## src/rtl/u8u16_pkg.sv

```systemverilog
// ----------------------------------------------------------------------------
// u8u16_pkg
// Shared types and constants for the UTF-8 to UTF-16 stream transcoder.
// ----------------------------------------------------------------------------
package u8u16_pkg;

  localparam logic [7:0]  ASCII_LIMIT   = 8'h80;
  localparam logic [7:0]  LEAD2_MASK    = 8'hE0;
  localparam logic [7:0]  LEAD2_CODE    = 8'hC0;
  localparam logic [7:0]  LEAD3_MASK    = 8'hF0;
  localparam logic [7:0]  LEAD3_CODE    = 8'hE0;
  localparam logic [7:0]  LEAD4_MASK    = 8'hF8;
  localparam logic [7:0]  LEAD4_CODE    = 8'hF0;
  localparam logic [25:0] SUPP_OFFSET   = 26'h001_0000;
  localparam logic [15:0] HIGH_SURR     = 16'hD800;
  localparam logic [15:0] LOW_SURR      = 16'hDC00;

  localparam logic [1:0]  LEN_FOUR_BYTE = 2'd3;

  localparam int unsigned QUEUE_DEPTH   = 4;
  localparam int unsigned QPTR_W        = $clog2(QUEUE_DEPTH);
  localparam int unsigned QCNT_W        = $clog2(QUEUE_DEPTH + 1);

  typedef struct packed {
    logic [1:0]  need;
    logic [1:0]  seq_len;
    logic [20:0] acc;
  } dec_state_t;

  typedef struct packed {
    logic [15:0] code_unit;
    logic        run_last;
  } unit_t;

endpackage

```

## src/rtl/u8u16_in_if.sv

```systemverilog
// ----------------------------------------------------------------------------
// u8u16_in_if
// Byte input channel: valid/ready handshake with one UTF-8 byte per item.
// ----------------------------------------------------------------------------
interface u8u16_in_if;
  logic       valid;
  logic       ready;
  logic [7:0] in_byte;
  logic       end_of_string;

  modport source (output valid, output in_byte, output end_of_string, input ready);
  modport sink   (input valid, input in_byte, input end_of_string, output ready);
endinterface

```

## src/rtl/u8u16_out_if.sv

```systemverilog
// ----------------------------------------------------------------------------
// u8u16_out_if
// Code unit output channel: valid/ready handshake with one UTF-16 unit per item.
// ----------------------------------------------------------------------------
interface u8u16_out_if;
  logic        valid;
  logic        ready;
  logic [15:0] code_unit;
  logic        run_last;

  modport source (output valid, output code_unit, output run_last, input ready);
  modport sink   (input valid, input code_unit, input run_last, output ready);
endinterface

```

## src/rtl/u8u16_decode.sv

```systemverilog
// ----------------------------------------------------------------------------
// u8u16_decode
// Per-byte decode step: next sequence state and up to two UTF-16 units.
// ----------------------------------------------------------------------------
module u8u16_decode (
  input  u8u16_pkg::dec_state_t state_i,
  input  logic [7:0]            in_byte_i,
  input  logic                  end_of_string_i,
  output u8u16_pkg::dec_state_t state_o,
  output logic [1:0]            n_units_o,
  output u8u16_pkg::unit_t      unit0_o,
  output u8u16_pkg::unit_t      unit1_o
);
  import u8u16_pkg::*;

  logic [20:0] acc_shift;
  logic [25:0] supp;

  assign acc_shift = {state_i.acc[14:0], in_byte_i[5:0]};
  assign supp      = {5'd0, acc_shift} - SUPP_OFFSET;

  always_comb begin
    state_o   = state_i;
    n_units_o = 2'd0;
    unit0_o   = '0;
    unit1_o   = '0;
    if (state_i.need != 2'd0) begin
      state_o.acc  = acc_shift;
      state_o.need = state_i.need - 2'd1;
      if (state_i.need == 2'd1) begin
        if (state_i.seq_len == LEN_FOUR_BYTE) begin
          unit0_o.code_unit = HIGH_SURR + supp[25:10];
          unit0_o.run_last  = 1'b0;
          unit1_o.code_unit = LOW_SURR + {6'd0, supp[9:0]};
          unit1_o.run_last  = 1'b1;
          n_units_o         = 2'd2;
        end else begin
          unit0_o.code_unit = acc_shift[15:0];
          unit0_o.run_last  = 1'b1;
          n_units_o         = 2'd1;
        end
        state_o = '0;
      end
    end else if (in_byte_i < ASCII_LIMIT) begin
      unit0_o.code_unit = {8'd0, in_byte_i};
      unit0_o.run_last  = 1'b1;
      n_units_o         = 2'd1;
    end else if ((in_byte_i & LEAD2_MASK) == LEAD2_CODE) begin
      state_o.acc     = {16'd0, in_byte_i[4:0]};
      state_o.need    = 2'd1;
      state_o.seq_len = 2'd1;
    end else if ((in_byte_i & LEAD3_MASK) == LEAD3_CODE) begin
      state_o.acc     = {17'd0, in_byte_i[3:0]};
      state_o.need    = 2'd2;
      state_o.seq_len = 2'd2;
    end else if ((in_byte_i & LEAD4_MASK) == LEAD4_CODE) begin
      state_o.acc     = {18'd0, in_byte_i[2:0]};
      state_o.need    = 2'd3;
      state_o.seq_len = LEN_FOUR_BYTE;
    end
    if (end_of_string_i && (state_o.need != 2'd0)) begin
      state_o = '0;
    end
  end

endmodule

```

## src/rtl/utf8_to_utf16_stream_core.sv

```systemverilog
// ----------------------------------------------------------------------------
// utf8_to_utf16_stream_core
// Streaming UTF-8 to UTF-16 transcoder with valid/ready channels.
// ----------------------------------------------------------------------------
// Takes one UTF-8 byte per cycle while the queue has room and emits UTF-16
// code units, one per cycle while the output is ready. A byte is captured in
// an input register, decoded there against the open sequence state, and its
// units (none, one, or a surrogate pair) go into a four-entry result queue,
// which presents the first unit once it is written. Input throughput is one
// byte per cycle as long as the queue has two free entries; output is one
// unit per cycle, a surrogate pair going out as two units, so the sustained
// rate is set by the output port. Malformed input is not flagged; stray and
// invalid leads are skipped, and a sequence open at end of string is dropped.
module utf8_to_utf16_stream_core (
  input  logic              clk_i,
  input  logic              rst_ni,
  u8u16_in_if.sink          in_i,
  u8u16_out_if.source       out_o
);
  import u8u16_pkg::*;

  logic                  in_valid_q;
  logic [7:0]            in_byte_q;
  logic                  eos_q;
  dec_state_t            state_q, state_d;
  logic [1:0]            n_units;
  unit_t                 unit0, unit1;

  unit_t                 queue_q [QUEUE_DEPTH];
  logic [QPTR_W-1:0]     wr_ptr_q, rd_ptr_q;
  logic [QCNT_W-1:0]     count_q, count_d;
  logic                  pop, advance, take;
  logic [1:0]            n_write;

  u8u16_decode u_decode (
    .state_i         (state_q),
    .in_byte_i       (in_byte_q),
    .end_of_string_i (eos_q),
    .state_o         (state_d),
    .n_units_o       (n_units),
    .unit0_o         (unit0),
    .unit1_o         (unit1)
  );

  assign pop     = out_o.valid && out_o.ready;
  assign advance = in_valid_q &&
                   ((count_q - QCNT_W'(pop)) <= QCNT_W'(QUEUE_DEPTH - 2));
  assign take    = in_i.valid && in_i.ready;
  assign n_write = advance ? n_units : 2'd0;
  assign count_d = count_q + QCNT_W'(n_write) - QCNT_W'(pop);

  assign in_i.ready      = !in_valid_q || advance;
  assign out_o.valid     = count_q != '0;
  assign out_o.code_unit = queue_q[rd_ptr_q].code_unit;
  assign out_o.run_last  = queue_q[rd_ptr_q].run_last;

  always_ff @(posedge clk_i or negedge rst_ni) begin
    if (!rst_ni) begin
      in_valid_q <= 1'b0;
      state_q    <= '0;
      wr_ptr_q   <= '0;
      rd_ptr_q   <= '0;
      count_q    <= '0;
    end else begin
      if (take) begin
        in_valid_q <= 1'b1;
      end else if (advance) begin
        in_valid_q <= 1'b0;
      end
      if (advance) begin
        state_q <= state_d;
      end
      wr_ptr_q <= wr_ptr_q + QPTR_W'(n_write);
      if (pop) begin
        rd_ptr_q <= rd_ptr_q + QPTR_W'(1);
      end
      count_q <= count_d;
    end
  end

  always_ff @(posedge clk_i) begin
    if (take) begin
      in_byte_q <= in_i.in_byte;
      eos_q     <= in_i.end_of_string;
    end
    if (n_write != 2'd0) begin
      queue_q[wr_ptr_q] <= unit0;
    end
    if (n_write == 2'd2) begin
      queue_q[wr_ptr_q + QPTR_W'(1)] <= unit1;
    end
  end

endmodule

```

## src/flat_wrapper.sv

```systemverilog
// flat-port wrapper written by rule: the top's interface ports become plain ports
module utf8_to_utf16_stream_core_flat import u8u16_pkg::*;
  (clk_i, rst_ni, in_i_valid, in_i_in_byte, in_i_end_of_string, in_i_ready, out_o_valid, out_o_code_unit, out_o_run_last, out_o_ready);
  u8u16_in_if in_i_i ();
  u8u16_out_if out_o_i ();
  input  logic clk_i;
  input  logic rst_ni;
  input wire logic [$bits(in_i_i.valid)-1:0] in_i_valid;
  input wire logic [$bits(in_i_i.in_byte)-1:0] in_i_in_byte;
  input wire logic [$bits(in_i_i.end_of_string)-1:0] in_i_end_of_string;
  output wire logic [$bits(in_i_i.ready)-1:0] in_i_ready;
  output wire logic [$bits(out_o_i.valid)-1:0] out_o_valid;
  output wire logic [$bits(out_o_i.code_unit)-1:0] out_o_code_unit;
  output wire logic [$bits(out_o_i.run_last)-1:0] out_o_run_last;
  input wire logic [$bits(out_o_i.ready)-1:0] out_o_ready;
  assign in_i_i.valid = in_i_valid;
  assign in_i_i.in_byte = in_i_in_byte;
  assign in_i_i.end_of_string = in_i_end_of_string;
  assign in_i_ready = in_i_i.ready;
  assign out_o_valid = out_o_i.valid;
  assign out_o_code_unit = out_o_i.code_unit;
  assign out_o_run_last = out_o_i.run_last;
  assign out_o_i.ready = out_o_ready;
  utf8_to_utf16_stream_core u_core (.clk_i(clk_i), .rst_ni(rst_ni), .in_i(in_i_i), .out_o(out_o_i));
endmodule
```

## config.mk

```make
export PLATFORM = sky130hd
export DESIGN_NAME = utf8_to_utf16_stream_core_flat
export DESIGN_NICKNAME = d
export VERILOG_FILES = /design/src/rtl/u8u16_pkg.sv /design/src/rtl/u8u16_in_if.sv /design/src/rtl/u8u16_out_if.sv /design/src/rtl/u8u16_decode.sv /design/src/rtl/utf8_to_utf16_stream_core.sv /design/src/flat_wrapper.sv
export SDC_FILE = /design/constraint.sdc
export NUM_CORES = 1
export LEC_CHECK = 0
export BUFFER_PORTS_ARGS = -buffer_cell sky130_fd_sc_hd__buf_2
export CAP_MARGIN = 20
export CORE_AREA = 3 3 84 106
export DETAILED_ROUTE_END_ITERATION = 7
export DIE_AREA = 0 0 87 109
export GPL_TIMING_DRIVEN = 0
export PLACE_DENSITY = 0.91
export SLEW_MARGIN = 20
export SYNTH_ARGS = -nofsm -noshare
export SYNTH_HDL_FRONTEND = slang
export SYNTH_SLANG_ARGS = --single-unit
export TNS_END_PERCENT = 100
```

## constraint.sdc

```tcl
create_clock -name clk_i -period 5.2 [get_ports clk_i]
set_clock_uncertainty 0.15 [all_clocks]
set_input_delay 0.78 -clock clk_i [delete_from_list [all_inputs] [get_ports clk_i]]
set_output_delay 0.78 -clock clk_i [all_outputs]
set_load 0.02 [all_outputs]
```

# After elaboration in Yosys (flattened, before gate mapping)
# Memories as Yosys holds them, arrays and structs flattened.
# Cells that the tools add are included.
[word_totals] ram_bits=68 inputBits=13 regBits=36 output_inout_bits=19 elab_cells=69 mem_count=1
[op_classes] n_addsub=10 reduce_logical=14 n_lt_le_gt_ge=2 mux=25 n_eq_ne=8
[memory_table] memory="u_core.queue_q" words=4 word_bits=17 rd=1 rd_ports_with_merged_regs=0 wr=2 line="utf8_to_utf16_stream_core.sv:29" rtl="unit_t queue_q [QUEUE_DEPTH];"
[op_table] op="25-bit two-way mux" n=7
[op_table] op="17-bit two-way mux" n=6
[op_table] op="21-bit by 17-bit subtractor with 22-bit output (second input constant)" n=1
[op_table] op="15-bit by 11-bit adder with 16-bit output (first input constant)" n=1
[op_table] op="16-bit adder (first input constant)" n=1
[op_table] op="9-bit two-way mux" n=1
[op_table] op="8-bit less-than comparator (second input constant)" n=1
[op_table] op="2-bit two-way mux" n=4
[op_table] op="2-bit nonzero test" n=4
[op_table] op="1-bit two-way mux" n=7
[op_table] op="3-bit by 1-bit subtractor with 3-bit output" n=2
[op_table] op="5-bit == test (second input constant)" n=1
[op_table] op="5-bit nonzero test" n=1
[op_table] op="2-bit by 1-bit adder with 2-bit output (second input constant)" n=2
[op_table] op="2-bit == test (second input constant)" n=2
[op_table] op="4-bit == test (second input constant)" n=1
[op_table] op="1-bit logical AND" n=4
[op_table] op="4-bit AND reduction" n=1
[op_table] op="3-bit by 2-bit adder with 3-bit output" n=1
[op_table] op="3-bit == test (second input constant)" n=1
[op_table] op="3-bit by 2-bit <= comparator with 1-bit output (second input constant)" n=1
[op_table] op="3-bit by 1-bit inequality test with 1-bit output (second input constant)" n=1
[op_table] op="3-bit by 2-bit inequality test with 1-bit output (second input constant)" n=1
[op_table] op="3-bit AND reduction" n=1
[op_table] op="other kinds (6)" n=6

# Depth between registers and ports, before layout
[logic_depth] word_depth=10 ltp_mapped=13 mapped_depth_nobuf=12

# By module
# Synthesis repeated with hierarchy kept, for this count alone.
[unflattened] cells_unflattened=449 area_unflattened_um2=6333.6
[by_module_without_submodules] module="utf8_to_utf16_stream_core" seq_area_each_um2=3138.0 n_inst=1 cells_each=284 area_per_inst_um2=5133.7
[by_module_without_submodules] module="u8u16_decode" seq_area_each_um2=0.0 n_inst=1 cells_each=165 area_per_inst_um2=1199.9

# Worst setup path before layout
# No wires, ideal clock.
[synth_timing] path_type="flip-flop to flip-flop" from="reg u_core.count_q[2]" to="reg u_core.count_q[2]" path_buffers=0 path_slack_ns=1.719 setup_time_ns=0.124 period_less_slack_ns=3.481 stages_incl_launch_ff=13 t_arrival_ns=3.206 required_ns=4.926 cell_sequence="dfrtp_1 > or3_1 > and2_1 > ha_1 > ha_1 > xnor2_2 > o211ai_2 > nor2_1 > inv_1 > ha_1 > fa_1 > xor2_1 > xnor2_1"
[synth_via] elab_chain_len=8
[synth_rtl] element="start: declaration" line="utf8_to_utf16_stream_core.sv:31" rtl="logic [QCNT_W-1:0] count_q, count_d;"
[synth_rtl] element="start signal: assignment" line="utf8_to_utf16_stream_core.sv:77" rtl="count_q <= count_d;"
[synth_rtl] element="3-bit nonzero test (*)" line="utf8_to_utf16_stream_core.sv:53" rtl="assign out_o.valid = count_q != '0;"
[synth_rtl] element="net out_o_valid" line="flat_wrapper.sv:12" rtl="output wire logic [$bits(out_o_i.valid)-1:0] out_o_valid;"
[synth_rtl] element="1-bit logical AND (*)" line="utf8_to_utf16_stream_core.sv:45" rtl="assign pop = out_o.valid && out_o.ready;"
[synth_rtl] element="net u_core.pop" line="utf8_to_utf16_stream_core.sv:32" rtl="logic pop, advance, take;"
[synth_rtl] element="3-bit by 1-bit subtractor with 3-bit output" line="utf8_to_utf16_stream_core.sv:47" rtl="((count_q - QCNT_W'(pop)) <= QCNT_W'(QUEUE_DEPTH - 2));"
[synth_rtl] element="3-bit by 2-bit <= comparator with 1-bit output" line="utf8_to_utf16_stream_core.sv:47"
[synth_rtl] element="1-bit logical AND" line="utf8_to_utf16_stream_core.sv:46" rtl="assign advance = in_valid_q &&"
[synth_rtl] element="2-bit two-way mux" line="utf8_to_utf16_stream_core.sv:49" rtl="assign n_write = advance ? n_units : 2'd0;"
[synth_rtl] element="3-bit by 2-bit adder with 3-bit output" line="utf8_to_utf16_stream_core.sv:50" rtl="assign count_d = count_q + QCNT_W'(n_write) - QCNT_W'(pop);"
[synth_rtl] element="3-bit by 1-bit subtractor with 3-bit output (*)" line="utf8_to_utf16_stream_core.sv:50"
[synth_rtl] element="net u_core.count_d[2]" line="utf8_to_utf16_stream_core.sv:31"
# Mark *: on every way through the listed nets, which the timed path passes. The rest lies on a longest branch.
# A chain may end at the register's enable or synchronous reset.

==> flow_summary.yaml <==
placement:
  place_inst: 513
  hpwlAfterDp_microns: 7740
  io_buffer_count: 31
  gp_congestion: 0.960
critical_path:
  slowest_delay_ns: 0.52
  cp_cell_sequence: "or3_1 > and2_1 > ha_1 > ha_1 > xnor2_2 > o211a_1 > buf_2 > and3_1 > nor2_1 > inv_1"
  cp_max_fo: 16
  path_common_cell: "ha_1"
  cp-start-kind: "flop"
  crit_type: "reg2reg"
  cp_slowest_cell: "inv_1"
  worstPathBufferInverterCount: 2
  endpoint_kind: "flop"
  arrival_ns: 3.63
  crit_family: "simple AND/OR/NAND/NOR gates"
  worstPathRequired_ns: 5.06
power_and_ir_drop:
  power.total_w: 0.00325
  pwr-share-seq: 0.384
  comb_power_share: 0.439
  p_leak_nw: 2.15
  clkPwrFrac: 0.177
  power_density_mw_per_mm2: 578
  vdd_drop_max_v: 0.000374
  switchingPower_w: 0.00127
  swShare: 0.391
  intPower_w: 0.00198
synthesis:
  seq_area_frac_synth: 0.576
  synth_fp_nets: 410
  synth_edf_count: 73
  async_flop_share: 0.260
  synth_flop_cell: "edfxtp_1"
  netlist_area_sq_mm: 0.00512
  yosys.cell_types.count: 55
  ys_warn_count: 0
  syn_avg_cell_area_sq_um: 13.2
  netlist_instances: 387
  synth-seq-cells: 104
sta:
  tns_ns: 0
  slew_headroom: 0.533
  rsz0062_at_grt: "false"
  setup_violations: 0
  fmax_mhz: 265
  drv_slew: 0
  min_period_ns: 3.77
  tightestPinTransition_ns: 0.699
  final-hold-violation-count: 0
  fin_crit_sh: 0.724
detailed_routing:
  wl_per_cell_microns: 20.4
  wl_microns: 10800
  drt_iter0_drc: 449
  final_antenna_net_count: 0
  drcViolationCount: 0
  via_per_inst: 6.81
  firstDrtPassIters: 5
  vias: 3603
clock_network:
  cts_buffer_depth: 2
  htree_num_levels: 3
  cts_tree: "done"
  path_clk_slew_ns: 0.10
  cts_made_buffers: 9
  cts.hold.buffers_added: 0
  post_cts_buffers: 0
  cts_sinks: 104
  root_buffer: "clkbuf_8"
  postCtsResizedCells: 0
  clk_latency_ns: 0.37
final_layout:
  area_growth_pct: 9.92
  finalNonFillerCells: 529
  fillers: 506
  final_net_count: 452
  diodes: 0
  drive_gt1_frac: 0.226
floorplanning:
  fp.dieArea_sq_mm: 0.00948
  core.rowCount: 36
  core_sq_mm: 0.00788
  start_util: 0.650
  fp.dieH_microns: 109
  die_w_microns: 87
  io_pins: 32
global_route:
  grt_max_degree: 28
  grt_use_total: 0.246
  grt.overflow.total: 0
  antenna_found_initial: 0
  grt_pass1_vias: 3539
  grt_pass1_wl_microns: 17300
hold_path:
  worstHoldPathType: "in2async"
run:
  maxCapViolCount: 0
status:
  status: "complete, no violations"
metal layers:
layer,up-vias,routed length (microns),track usage
li1,1583,-,-
met1,1707,4090,0.301
met2,254,5420,0.397
met3,59,836,0.0718
met4,0,468,0.127
met5,-,0,0
placed cells by master (no fill, tap or decap), types with 3 or more instances in the layout:
master,instances
a21oi_1,6
a22o_1,35
a22oi_1,3
a31o_2,3
a32o_1,16
and2_1,6
and3_1,7
buf_2,42
buf_6,3
bufinv_16,3
clkbuf_1,5
clkbuf_8,9
clkinv_1,3
dfrtp_1,27
dfxtp_1,4
edfxtp_1,73
ha_1,9
inv_1,18
mux4_2,17
nand2_1,30
nand3_1,6
nor2_1,28
nor2_2,3
o21ai_0,23
o22ai_1,4
xnor2_1,6
xor2_1,3
state kept, by name (all words and copies together) (netlist names):
| signal | cells |
|---|---|
| u_core.queue_q | 68 |
| u_core.state_q | 19 |
| u_core.in_byte_q | 8 |
| u_core.count_q | 3 |
| u_core.rd_ptr_q | 2 |
| u_core.wr_ptr_q | 2 |
| u_core.eos_q | 1 |
| u_core.in_valid_q | 1 |
synthesized netlist by cell type (4+ instances only):
library cell,count,share of area
nand3_1,6,0.0059
mux4_2,17,0.075
and2_1,6,0.0073
ha_1,9,0.022
edfxtp_1,73,0.43
inv_1,18,0.013
a22o_1,35,0.060
nand2_1,30,0.022
nor2_1,28,0.021
and3_1,7,0.0086
dfrtp_1,27,0.13
a32o_1,16,0.031
a21oi_1,6,0.0059
clkbuf_1,5,0.0037
buf_2,11,0.011
xnor2_1,6,0.010
o21ai_0,23,0.022
o22ai_1,4,0.0049
dfxtp_1,4,0.016
power by group through the flow:
stage	registers, W	logic, W	clock network [W]
2_1_floorplan	0.00121	0.00110	0
3_3_place_gp	0.00125	0.00137	0
3_5_place_dp	0.00126	0.00142	0
4_1_cts	0.00124	0.00143	0.000581
5_1_grt	0.00127	0.00156	0.000609
6_report	0.00125	0.00143	0.000577
through the flow:
step	cell area, sq um	util	setup WS, ns	hold WS [ns]
6_report	5630	0.714	1.43	0.267
5_1_grt	5630	0.714	1.26	0.290
4_1_cts	5630	0.714	1.41	0.271
3_5_place_dp	5400	0.684	1.41	0.307
3_3_place_gp	5400	0.684	1.48	0.291
2_1_floorplan	5120	-	1.72	0.283
layout make-up:
class                           instances  area, sq um  area share
Tap cell                               95          119      0.0211
Sequential cell                       104         2950       0.524
Timing Repair Buffer                   31          155      0.0276
Inverter                               18         67.6      0.0120
Clock inverter                          7          110      0.0196
Multi-Input combinational cell        243         1980       0.351
Buffer                                 22          128      0.0227
Clock buffer                            9          124      0.0220
cell families (layout without fill, tap and decap cells):
group           count (synthesis)  in the layout  share of synthesized area
mux                            18             18                     0.0767
simple gates                  103            103                      0.111
fa+ha+maj                      10             10                     0.0259
compound gates                102            102                      0.154
flops                         104            104                      0.576
buf+inv                        40             87                     0.0381
xor+xnor                       10             10                     0.0186
path summary, 6_finish.rpt:
path                                                    startpoint                                 end  slack, ns  depth (start not counted)
worst max-delay path                   u_core.count_q[2]$_DFF_PN0_      u_core.queue_q[3][1]$_DFFE_PP_       1.43                         10
worst min-delay path                                        rst_ni       u_core.state_q[6]$_DFFE_PN0P_       0.27                          1
worst max register to register         u_core.count_q[2]$_DFF_PN0_      u_core.queue_q[3][1]$_DFFE_PP_       1.43                         10
worst min register to register  u_core.queue_q[3][14]$_SDFFE_PP0P_  u_core.queue_q[3][14]$_SDFFE_PP0P_       0.33                          2
max in group asynchronous                                   rst_ni      u_core.rd_ptr_q[1]$_DFFE_PN0P_       4.22                          1
min in group clk_i              u_core.queue_q[3][14]$_SDFFE_PP0P_  u_core.queue_q[3][14]$_SDFFE_PP0P_       0.33                          2
No activity file was read; power rests on OpenSTA's default activity.
